### src/design/sha256_pkg.sv
package sha256_pkg;

   typedef logic [31:0] word_type;

   // eight words, index 0 is H0 / a
   typedef logic [7:0][31:0] hash_type;

   typedef struct packed {
      logic load;   // core: copy chaining value; schedule: shift in a message word
      logic step;   // run one round / expand one schedule word
   } sha256_ctrl_type;

   // listed H7 down to H0 so that INIT_VALUE[0] is H0
   localparam hash_type INIT_VALUE = {
      32'h5be0cd19, 32'h1f83d9ab, 32'h9b05688c, 32'h510e527f,
      32'ha54ff53a, 32'h3c6ef372, 32'hbb67ae85, 32'h6a09e667
   };

   function automatic word_type rotr(input word_type x, input int unsigned n);
      rotr = (x >> n) | (x << (32 - n));
   endfunction

   function automatic word_type big_sigma0(input word_type x);
      big_sigma0 = rotr(x, 2) ^ rotr(x, 13) ^ rotr(x, 22);
   endfunction

   function automatic word_type big_sigma1(input word_type x);
      big_sigma1 = rotr(x, 6) ^ rotr(x, 11) ^ rotr(x, 25);
   endfunction

   function automatic word_type small_sigma0(input word_type x);
      small_sigma0 = rotr(x, 7) ^ rotr(x, 18) ^ (x >> 3);
   endfunction

   function automatic word_type small_sigma1(input word_type x);
      small_sigma1 = rotr(x, 17) ^ rotr(x, 19) ^ (x >> 10);
   endfunction

   function automatic word_type round_const(input logic [5:0] idx);
      case (idx)
         6'd0:  round_const = 32'h428a2f98;
         6'd1:  round_const = 32'h71374491;
         6'd2:  round_const = 32'hb5c0fbcf;
         6'd3:  round_const = 32'he9b5dba5;
         6'd4:  round_const = 32'h3956c25b;
         6'd5:  round_const = 32'h59f111f1;
         6'd6:  round_const = 32'h923f82a4;
         6'd7:  round_const = 32'hab1c5ed5;
         6'd8:  round_const = 32'hd807aa98;
         6'd9:  round_const = 32'h12835b01;
         6'd10: round_const = 32'h243185be;
         6'd11: round_const = 32'h550c7dc3;
         6'd12: round_const = 32'h72be5d74;
         6'd13: round_const = 32'h80deb1fe;
         6'd14: round_const = 32'h9bdc06a7;
         6'd15: round_const = 32'hc19bf174;
         6'd16: round_const = 32'he49b69c1;
         6'd17: round_const = 32'hefbe4786;
         6'd18: round_const = 32'h0fc19dc6;
         6'd19: round_const = 32'h240ca1cc;
         6'd20: round_const = 32'h2de92c6f;
         6'd21: round_const = 32'h4a7484aa;
         6'd22: round_const = 32'h5cb0a9dc;
         6'd23: round_const = 32'h76f988da;
         6'd24: round_const = 32'h983e5152;
         6'd25: round_const = 32'ha831c66d;
         6'd26: round_const = 32'hb00327c8;
         6'd27: round_const = 32'hbf597fc7;
         6'd28: round_const = 32'hc6e00bf3;
         6'd29: round_const = 32'hd5a79147;
         6'd30: round_const = 32'h06ca6351;
         6'd31: round_const = 32'h14292967;
         6'd32: round_const = 32'h27b70a85;
         6'd33: round_const = 32'h2e1b2138;
         6'd34: round_const = 32'h4d2c6dfc;
         6'd35: round_const = 32'h53380d13;
         6'd36: round_const = 32'h650a7354;
         6'd37: round_const = 32'h766a0abb;
         6'd38: round_const = 32'h81c2c92e;
         6'd39: round_const = 32'h92722c85;
         6'd40: round_const = 32'ha2bfe8a1;
         6'd41: round_const = 32'ha81a664b;
         6'd42: round_const = 32'hc24b8b70;
         6'd43: round_const = 32'hc76c51a3;
         6'd44: round_const = 32'hd192e819;
         6'd45: round_const = 32'hd6990624;
         6'd46: round_const = 32'hf40e3585;
         6'd47: round_const = 32'h106aa070;
         6'd48: round_const = 32'h19a4c116;
         6'd49: round_const = 32'h1e376c08;
         6'd50: round_const = 32'h2748774c;
         6'd51: round_const = 32'h34b0bcb5;
         6'd52: round_const = 32'h391c0cb3;
         6'd53: round_const = 32'h4ed8aa4a;
         6'd54: round_const = 32'h5b9cca4f;
         6'd55: round_const = 32'h682e6ff3;
         6'd56: round_const = 32'h748f82ee;
         6'd57: round_const = 32'h78a5636f;
         6'd58: round_const = 32'h84c87814;
         6'd59: round_const = 32'h8cc70208;
         6'd60: round_const = 32'h90befffa;
         6'd61: round_const = 32'ha4506ceb;
         6'd62: round_const = 32'hbef9a3f7;
         6'd63: round_const = 32'hc67178f2;
         default: round_const = 32'h0;
      endcase
   endfunction

endpackage

### src/design/sha256_schedule.sv
module sha256_schedule
   import sha256_pkg::*;
(
   input  logic            clock,
   input  sha256_ctrl_type ctrl,
   input  word_type        msg_word,
   output word_type        round_word
);

   // win_ff[0] is W[t] of the current round, win_ff[15] the newest word
   word_type win_ff [16];
   word_type win_in [16];
   word_type next_word;

   assign next_word = small_sigma1(win_ff[14]) + win_ff[9] + small_sigma0(win_ff[1]) + win_ff[0];
   assign round_word = win_ff[0];

   always_comb begin
      for (int i = 0; i < 16; i++) begin
         win_in[i] = win_ff[i];
      end
      if (ctrl.load || ctrl.step) begin
         for (int i = 0; i < 15; i++) begin
            win_in[i] = win_ff[i + 1];
         end
         win_in[15] = ctrl.load ? msg_word : next_word;
      end
   end

   always_ff @(posedge clock) begin
      for (int i = 0; i < 16; i++) begin
         win_ff[i] <= win_in[i];
      end
   end

endmodule

### src/design/sha256_round_core.sv
module sha256_round_core
   import sha256_pkg::*;
(
   input  logic            clock,
   input  sha256_ctrl_type ctrl,
   input  hash_type        chain_value,
   input  word_type        round_word,
   input  logic [5:0]      round_index,
   output hash_type        work_vars
);

   hash_type vars_ff;
   hash_type vars_in;
   word_type ch;
   word_type maj;
   word_type t1;
   word_type t2;

   assign ch  = (vars_ff[4] & vars_ff[5]) ^ (~vars_ff[4] & vars_ff[6]);
   assign maj = (vars_ff[0] & vars_ff[1]) ^ (vars_ff[0] & vars_ff[2]) ^ (vars_ff[1] & vars_ff[2]);
   assign t1  = vars_ff[7] + big_sigma1(vars_ff[4]) + ch + round_const(round_index) + round_word;
   assign t2  = big_sigma0(vars_ff[0]) + maj;

   always_comb begin
      vars_in = vars_ff;
      if (ctrl.load) begin
         vars_in = chain_value;
      end else if (ctrl.step) begin
         vars_in[7] = vars_ff[6];
         vars_in[6] = vars_ff[5];
         vars_in[5] = vars_ff[4];
         vars_in[4] = vars_ff[3] + t1;
         vars_in[3] = vars_ff[2];
         vars_in[2] = vars_ff[1];
         vars_in[1] = vars_ff[0];
         vars_in[0] = t1 + t2;
      end
   end

   always_ff @(posedge clock) begin
      vars_ff <= vars_in;
   end

   assign work_vars = vars_ff;

endmodule

### src/design/sha256_block_compressor.sv
// SHA-256 compressor for an already padded message. The host sends 32-bit big-endian words,
// sixteen to a 512-bit block; tuser[0] on the first word of a message reloads the initial hash
// value and restarts the block, tuser[1] on any word of the last block asks for the digest.
// Words are taken one per cycle until the sixteenth; then req_tready drops for 64 rounds on
// one shared round unit (one round a cycle, schedule words expanded from a sixteen-word shift
// window alongside) and an add step that adds the result into the chaining value. The eight
// digest words, H0 first, leave from a buffer with tuser holding the word number and tlast on
// the eighth; the next message loads while they drain, and a final block whose digest finds
// the buffer still full waits in the add step until it empties.
module sha256_block_compressor
   import sha256_pkg::*;
(
   input  logic        clock,
   input  logic        reset,
   input  logic        req_tvalid,
   output logic        req_tready,
   input  logic [31:0] req_tdata,   // [31:0] msg_word
   input  logic [1:0]  req_tuser,   // [0] start_message, [1] final_block
   output logic        rsp_tvalid,
   input  logic        rsp_tready,
   output logic [31:0] rsp_tdata,   // [31:0] digest_word
   output logic [2:0]  rsp_tuser,   // [2:0] word_number
   output logic        rsp_tlast
);

   localparam logic [1:0] ST_LOAD  = 2'd0;
   localparam logic [1:0] ST_ROUND = 2'd1;
   localparam logic [1:0] ST_DONE  = 2'd2;

   logic [1:0]      state_ff, state_in;
   logic [3:0]      word_count_ff, word_count_in;
   logic [5:0]      round_ff, round_in;
   logic            final_ff, final_in;
   logic            out_busy_ff, out_busy_in;
   logic [2:0]      out_idx_ff, out_idx_in;
   hash_type        chain_ff, chain_in;
   hash_type        digest_ff, digest_in;
   hash_type        sums;
   hash_type        work_vars;
   word_type        round_word;
   sha256_ctrl_type core_ctrl;
   sha256_ctrl_type sched_ctrl;
   logic            req_accept;
   logic            rsp_accept;
   logic [3:0]      word_idx;

   assign req_tready = (state_ff == ST_LOAD);
   assign req_accept = req_tvalid && req_tready;
   assign rsp_accept = rsp_tvalid && rsp_tready;
   assign word_idx   = req_tuser[0] ? 4'd0 : word_count_ff;

   sha256_schedule u_schedule (
      .clock      (clock),
      .ctrl       (sched_ctrl),
      .msg_word   (req_tdata),
      .round_word (round_word)
   );

   sha256_round_core u_round_core (
      .clock       (clock),
      .ctrl        (core_ctrl),
      .chain_value (chain_ff),
      .round_word  (round_word),
      .round_index (round_ff),
      .work_vars   (work_vars)
   );

   always_comb begin
      for (int i = 0; i < 8; i++) begin
         sums[i] = chain_ff[i] + work_vars[i];
      end
   end

   always_comb begin
      state_in        = state_ff;
      word_count_in   = word_count_ff;
      round_in        = round_ff;
      final_in        = final_ff;
      out_busy_in     = out_busy_ff;
      out_idx_in      = out_idx_ff;
      chain_in        = chain_ff;
      digest_in       = digest_ff;
      core_ctrl       = '0;
      sched_ctrl      = '0;
      sched_ctrl.load = req_accept;

      // drain the digest buffer
      if (rsp_accept) begin
         out_idx_in = out_idx_ff + 3'd1;
         if (out_idx_ff == 3'd7) begin
            out_busy_in = 1'b0;
         end
      end

      case (state_ff)
         ST_LOAD: begin
            if (req_accept) begin
               if (req_tuser[0]) begin
                  chain_in = INIT_VALUE;
               end
               final_in = (final_ff && !req_tuser[0]) || req_tuser[1];
               if (word_idx == 4'd15) begin
                  word_count_in  = 4'd0;
                  core_ctrl.load = 1'b1;
                  state_in       = ST_ROUND;
               end else begin
                  word_count_in = word_idx + 4'd1;
               end
            end
         end
         ST_ROUND: begin
            core_ctrl.step  = 1'b1;
            sched_ctrl.step = 1'b1;
            round_in        = round_ff + 6'd1;
            if (round_ff == 6'd63) begin
               state_in = ST_DONE;
            end
         end
         ST_DONE: begin
            // hold until the previous digest is gone if this block emits one
            if (!final_ff || !out_busy_ff) begin
               chain_in = sums;
               state_in = ST_LOAD;
               if (final_ff) begin
                  digest_in   = sums;
                  out_busy_in = 1'b1;
                  out_idx_in  = 3'd0;
                  final_in    = 1'b0;
               end
            end
         end
         default: begin
            state_in = ST_LOAD;
         end
      endcase
   end

   always_ff @(posedge clock) begin
      if (reset) begin
         state_ff      <= ST_LOAD;
         word_count_ff <= 4'd0;
         round_ff      <= 6'd0;
         final_ff      <= 1'b0;
         out_busy_ff   <= 1'b0;
         out_idx_ff    <= 3'd0;
         chain_ff      <= INIT_VALUE;
      end else begin
         state_ff      <= state_in;
         word_count_ff <= word_count_in;
         round_ff      <= round_in;
         final_ff      <= final_in;
         out_busy_ff   <= out_busy_in;
         out_idx_ff    <= out_idx_in;
         chain_ff      <= chain_in;
      end
   end

   always_ff @(posedge clock) begin
      digest_ff <= digest_in;
   end

   assign rsp_tvalid = out_busy_ff;
   assign rsp_tdata  = digest_ff[out_idx_ff];
   assign rsp_tuser  = out_idx_ff;
   assign rsp_tlast  = (out_idx_ff == 3'd7);

`ifndef SYNTHESIS
   a_round_idle: assert property (@(posedge clock) disable iff (reset)
      (state_ff != ST_ROUND) |-> (round_ff == 6'd0))
      else $error("round counter moved outside the round phase");

   a_round_end: assert property (@(posedge clock) disable iff (reset)
      (state_ff == ST_ROUND && round_ff == 6'd63) |=> (state_ff == ST_DONE))
      else $error("round phase did not end after 64 rounds");

   a_drain_end: assert property (@(posedge clock) disable iff (reset)
      (rsp_accept && rsp_tlast) |=> !rsp_tvalid)
      else $error("digest buffer still valid after its last word");

   a_no_overwrite: assert property (@(posedge clock) disable iff (reset)
      (state_ff == ST_DONE && final_ff && out_busy_ff) |=> (state_ff == ST_DONE))
      else $error("digest buffer reloaded while still draining");
`endif

endmodule
### config.mk
export PLATFORM = sky130hd
export DESIGN_NAME = sha256_block_compressor
export DESIGN_NICKNAME = d
export VERILOG_FILES = /design/src/design/sha256_pkg.sv /design/src/design/sha256_schedule.sv /design/src/design/sha256_round_core.sv /design/src/design/sha256_block_compressor.sv
export SDC_FILE = /design/constraint.sdc
export NUM_CORES = 2
export LEC_CHECK = 0
export BUFFER_PORTS_ARGS = -buffer_cell sky130_fd_sc_hd__buf_2
export CORE_MARGIN = 5
export CORE_UTILIZATION = 55
export CTS_CLUSTER_DIAMETER = 40
export DETAILED_ROUTE_END_ITERATION = 6
export PLACE_DENSITY = 0.69
export SKIP_LAST_GASP = 1
export SLEW_MARGIN = 10
export SYNTH_ARGS = -nofsm -noshare
export SYNTH_HDL_FRONTEND = slang
export SYNTH_SLANG_ARGS = --single-unit
### constraint.sdc
create_clock -name clock -period 26.7 [get_ports clock]
set_input_delay 2.67 -clock clock [delete_from_list [all_inputs] [get_ports clock]]
set_output_delay 2.67 -clock clock [all_outputs]
set_load 0.01 [all_outputs]
---- Word-level counts from Yosys, hierarchy flattened ----
Memory sizes are Yosys's and may differ from the RTL's. A register that Yosys moved wholly into a read port is not among the register bits.
Index checks and enable logic that the tools add are counted.
storage, ports and cells
  register bits ........................... 785
  latch bits .............................. 0
  memory bits (writable) .................. 512
  bits in read-only memories .............. 2048
  input port bits ......................... 38
  word-level logic and storage cells ...... 143
  memories ................................ 2
operators by class
  add/sub/neg operators ................... 21
  multipliers ............................. 0
  div/mod/pow operators ................... 0
  order comparisons ....................... 1
  equal/unequal tests ..................... 10
  shift-type cells ........................ 0
  muxes and demuxes ....................... 35
  bitwise operators ....................... 27
  reduce and logical (&&, ||, !) cells .... 17
memory list
  memory             words  width  rd ports  clocked after memory_dff  write ports  RTL line               source
  (no name shown)    64     32     1         1                         0            sha256_pkg.sv:40       case (idx)
  u_schedule.win_ff  16     32     16        0                         16           sha256_schedule.sv:11  word_type win_ff [16];
operators by type and width
  kind                                     count
  2-to-1 mux 256 bit                       5
  adder 32 bit                             18
  2-to-1 mux 512 bit                       1
  case mux 256 bit (2 select lines)        1
  bitwise XOR 32 bit                       9
  bitwise AND 32 bit                       5
  binary-select mux 32 bit (select 3 bit)  1
  2-to-1 mux 32 bit                        2
  inverter 32 bit                          1
  OR 10 x 32 -> 32 bit                     1
  OR 13 x 32 -> 32 bit                     1
  OR 14 x 32 -> 32 bit                     1
  OR 15 x 32 -> 32 bit                     1
  OR 19 x 32 -> 32 bit                     1
  OR 21 x 32 -> 32 bit                     1
  OR 25 x 32 -> 32 bit                     1
  OR 26 x 32 -> 32 bit                     1
  OR 30 x 32 -> 32 bit                     1
  OR 7 x 32 -> 32 bit                      1
  bitwise XOR 32 x 22 -> 32 bit            1
  bitwise XOR 32 x 29 -> 32 bit            1
  2-to-1 mux 3 bit                         4
  2-to-1 mux 6 bit                         2
  2-to-1 mux 1 bit                         11
  other kinds (23)                         39

---- Longest topological paths before layout ----
  depth after elaboration ................. 10
  depth in mapped cells ................... 32

---- By module ----
From an unflattened synthesis, not the netlist that was laid out.
second synthesis, totals
  cell total of the unflattened synthesis .. 6490
  area, all modules ....................... 75157.1 sq um
modules (own cells, without submodules)
  module                   times used  cells each  area each (sq um)
  sha256_block_compressor  1           3005        31386.4
  sha256_round_core        1           2315        23227.3
  sha256_schedule          1           1170        20543.5

---- Worst setup path after synthesis ----
Ideal clock, no wire load.
  path type ............................... input-to-reg
  from .................................... input req_tvalid
  to ...................................... memory u_schedule.win_ff[0][0] (netlist name) (enable)
  library setup time ...................... 3691 ps
  arrival ................................. 11603 ps
  data required time ...................... 23009 ps
  path slack .............................. 11406 ps
  cell stages on the path ................. 4
  buffers on the path ..................... 2
  cell sequence ........................... nand2_1 -> clkbuf_1 -> clkbuf_1 -> nand2_1
RTL lines
  item                RTL line                       source
  start: declaration  sha256_block_compressor.sv:15  input logic req_tvalid,
  end: declaration    sha256_schedule.sv:11

==> summary.md <==
| Metric | Value |
|---|---|
| F_max | `121 MHz` |
| Vias per inst | `~6.3` |
| Final net count | `7368` |
| # resized after CTS | `0` |
| RSZ-0062 raised after global routing | `false` |
| Met1 Use GR | `0.455` |
| Synth cell count leaders | `edfxtp_1, nand2_1, a21oi_1` |
| Max Cap Viol | `0` |
| Async S/R FF share, synth | `0` |
| Total number of vias | `54500` |
| Layout cells sized above 1 | `0.0898` |
| Cell count after synthesis | `6736` |
| I/O Buffers | `75` |
| Fin Clk Skew | `0.0841 ns` |
| TNS Setup | `0 ns` |
| Crit-path most repeated cell | `fa_1` |
| Flops & latches, synth | `~1300` |
| CTS tree | `yes` |
| Worst Path Required | `27.37 ns` |
| Sequential area share after synthesis | `0.496` |
| Endpoints failing setup | `0` |
| Reg2reg end | `u_round_core.work_vars[31]$_DFFE_PP_` |
| Startpoint types | `flip-flop` |
| Most frequent cell after synthesis | `edfxtp_1` |
| Avg Inst Size Synth | `around 11 um2` |
| Pin count of the biggest net entering global routing | `214` |
| Post-Synthesis Cell Area | `0.0743 mm2` |
| Critical path endpoint | `u_round_core.work_vars[31]$_DFFE_PP_` |
| Antenna viol nets, final | `0` |
| Inserted Clock Buffers | `185` |
| Die height | `378 um` |
| R2r worst-path depth | `30` |
| Critical path's slowest cell | `edfxtp_1` |
| Outcome | `complete, no violations` |
| Area fraction of the dominant cell type after synthesis | `0.414` |
| Final worst path period need | `8.28 ns` |
| CTS Sinks | `1329` |
| Met3 usage | `0.0551` |
| First-pass GRT wire length | `339000 um` |
| Synthesis warning total | `0` |
| Fillers | `between 10000 and 15000` |
| Peak supply drop | `0.0868 mV` |
| Post-layout util | `0.619` |
| Routed WL per cell | `26.4 um` |
| CTS root buf | `clkbuf_16` |
| CTS H-tree lvls | `4` |
| Die ar. | `0.143 mm2` |
| Area of the multi-input gates | `around 0.035 mm2` |
| PD cells | `slightly above 80 mW/mm2` |
| N_diodes | `0` |
| Main flop type after synthesis | `edfxtp_1` |
| Router iterations before antenna repair | `6` |
| R2r setup slk | `~18 ns` |
| Ports | `76` |
| GR Util met2 | `0.484` |
| Core footprint | `0.134 mm2` |
| Top cells by area, synth | `edfxtp_1, dfxtp_1, ha_1` |
| Initial Util | `0.555` |
| Final Wtd Congestion | `0.987` |
| Lkg Pwr | `between 0.03 and 0.04 uW` |
| Clk_lat worst skew | `0.85 ns` |
| Pins Over Slew Limit | `0` |
| Setup CP Type | `flip-flop to flip-flop` |
| Vias in the first global route | `roughly 53000` |
| Register area | `0.0369 mm2` |
| Critical path arrival | `8.95 ns` |
| DRC Markers | `0` |
| Most Crowded Layer GR | `met2` |
| Dpl hpwl | `164000 um` |
| R2r startpoint | `u_round_core.work_vars[128]$_DFFE_PP_` |
| Clock Tree Buf Depth | `3` |
| Worst-path maximum fanout | `6` |
| CTS Hold Buffers Added | `0` |
| Critical Path Max Stage Delay | `0.55 ns` |
| Area Overhead vs Synth | `11.5%` |
| Antenna violations before repair | `10` |
| Number of synthesized flops with an enable pin | `1024` |
| Final Hold Viols | `0` |
| Initial detailed-routing violation count | `6933` |
| Slew HR | `0.160` |
| Total track usage | `0.318` |
| Worst setup path start | `u_round_core.work_vars[128]$_DFFE_PP_` |
| Congestion Overflow GR | `0` |
| Area leader, netlist | `edfxtp_1` |
| Final worst path period share | `0.310` |
| Synth unique cells | `87` |
| Post-CTS Setup Inserts | `0` |
| Die width | `378 um` |
| Clock Pin Slew Worst Setup and Hold Paths | `0.06 ns` |
| Rows | `approximately 130` |
| Min-Delay Path Class | `flip-flop to flip-flop` |
| Worst slew pin tran | `1.26 ns` |
| Critical path capture point type | `flip-flop` |
| Synthesized net count | `7361` |
| Final WL | `229000 um` |
[how the worst min path moves through the flow]
stage	start	to	slack (ns)	cells past startpoint
after global placement	u_schedule.win_ff[1][84]$_DFFE_PP_	u_schedule.win_ff[1][52]$_DFFE_PP_	0.40	0
after floorplan	u_schedule.win_ff[0][132]$_DFFE_PP_	u_schedule.win_ff[0][100]$_DFFE_PP_	0.40	0
after detailed placement	u_schedule.win_ff[0][134]$_DFFE_PP_	u_schedule.win_ff[0][102]$_DFFE_PP_	0.40	0
final	u_schedule.win_ff[0][129]$_DFFE_PP_	u_schedule.win_ff[0][97]$_DFFE_PP_	0.36	0
after global routing	u_schedule.win_ff[0][129]$_DFFE_PP_	u_schedule.win_ff[0][97]$_DFFE_PP_	0.36	0
after CTS	u_schedule.win_ff[0][129]$_DFFE_PP_	u_schedule.win_ff[0][97]$_DFFE_PP_	0.37	0
[layout by cell type, fill, tap and decap left out, types with 59 or more instances in the layout]
master,netlist,final
nor2_1,340,336
nand2_1,860,856
a211oi_1,59,59
nand2b_1,128,127
dfxtp_1,305,302
xnor2_1,420,420
xor2_1,168,168
o22ai_1,84,84
fa_1,195,195
ha_1,392,392
a21oi_1,429,428
o21ai_0,305,305
buf_2,15,74
nand3_1,84,84
nor3_1,76,76
a21o_1,205,204
edfxtp_1,1024,1024
inv_1,407,406
a22oi_1,76,76
mux4_2,69,69
clkbuf_16,0,187
[metal layers]
metal,vias up,share of wire
met2,2842,0.44
met3,484,0.092
met1,26800,0.42
met5,-,0.00015
li1,24300,-
met4,4,0.046
[flip-flops by register name (all words and copies together) (netlist names), 2 cells and up, named ones only]
register and flops:
rsp_tuser 3, word_count_ff 4, digest_ff 256, u_schedule.win_ff 512, round_ff 6, state_ff 2
chain_ff 256, u_round_core.work_vars 256
[power breakdown]
| part | internal, uW | switching (uW) | total, uW |
|---|---|---|---|
| Combinational | 762 | 1110 | 1870 |
| Clock | 1530 | 1020 | 2550 |
| Sequential | 2380 | 72.8 | 2460 |
| Total | 4670 | 2210 | 6880 |
[per-stage QoR]
| step | hold WS [ns] | worst slack [ns] | total power, uW | instance area [um2] | cells |
|---|---|---|---|---|---|
| after floorplan | 0.400 | 11.41 | 3810 | 74300 | 6736 |
| after global placement | 0.400 | 18.60 | 4290 | 76300 | 8324 |
| after detailed placement | 0.405 | 18.54 | 4310 | 76300 | 8324 |
| after CTS | 0.372 | 18.52 | 6880 | 82800 | 8673 |
| after global routing | 0.362 | 17.97 | 7190 | 82800 | 8673 |
| final | 0.359 | 18.42 | 6880 | 82800 | 8673 |
[cell families after synthesis]
group,synth area share
buffers and inverters,0.0364
AOI/OAI and AO/OA,0.144
adders and majority gates,0.119
and+or+nand+nor,0.104
DFF,0.496
xor gates and xnor gates,0.0696
muxes,0.0312
[area by class of cell]
class / instances / area share
flip-flops and latches: 1329 / 0.445
multi-input cells: 4691 / 0.420
clock buffers: 212 / 0.0586
well taps: 1768 / 0.0267
clock inverters: 137 / 0.0206
inverters: 408 / 0.0185
repair buffers: 128 / 0.0100
[critical path: cells and delay by family (launching register included)]
kind | cells | cell delay [ns]
simple gates | 4 | 0.55
fa+ha+maj | 7 | 2.79
buf+inv | 4 | 0.25
mux | 1 | 0.41
xor+xnor | 2 | 0.58
compound gates | 12 | 2.97
flops | 1 | 0.55
Power figures use the tool's default switching activity.
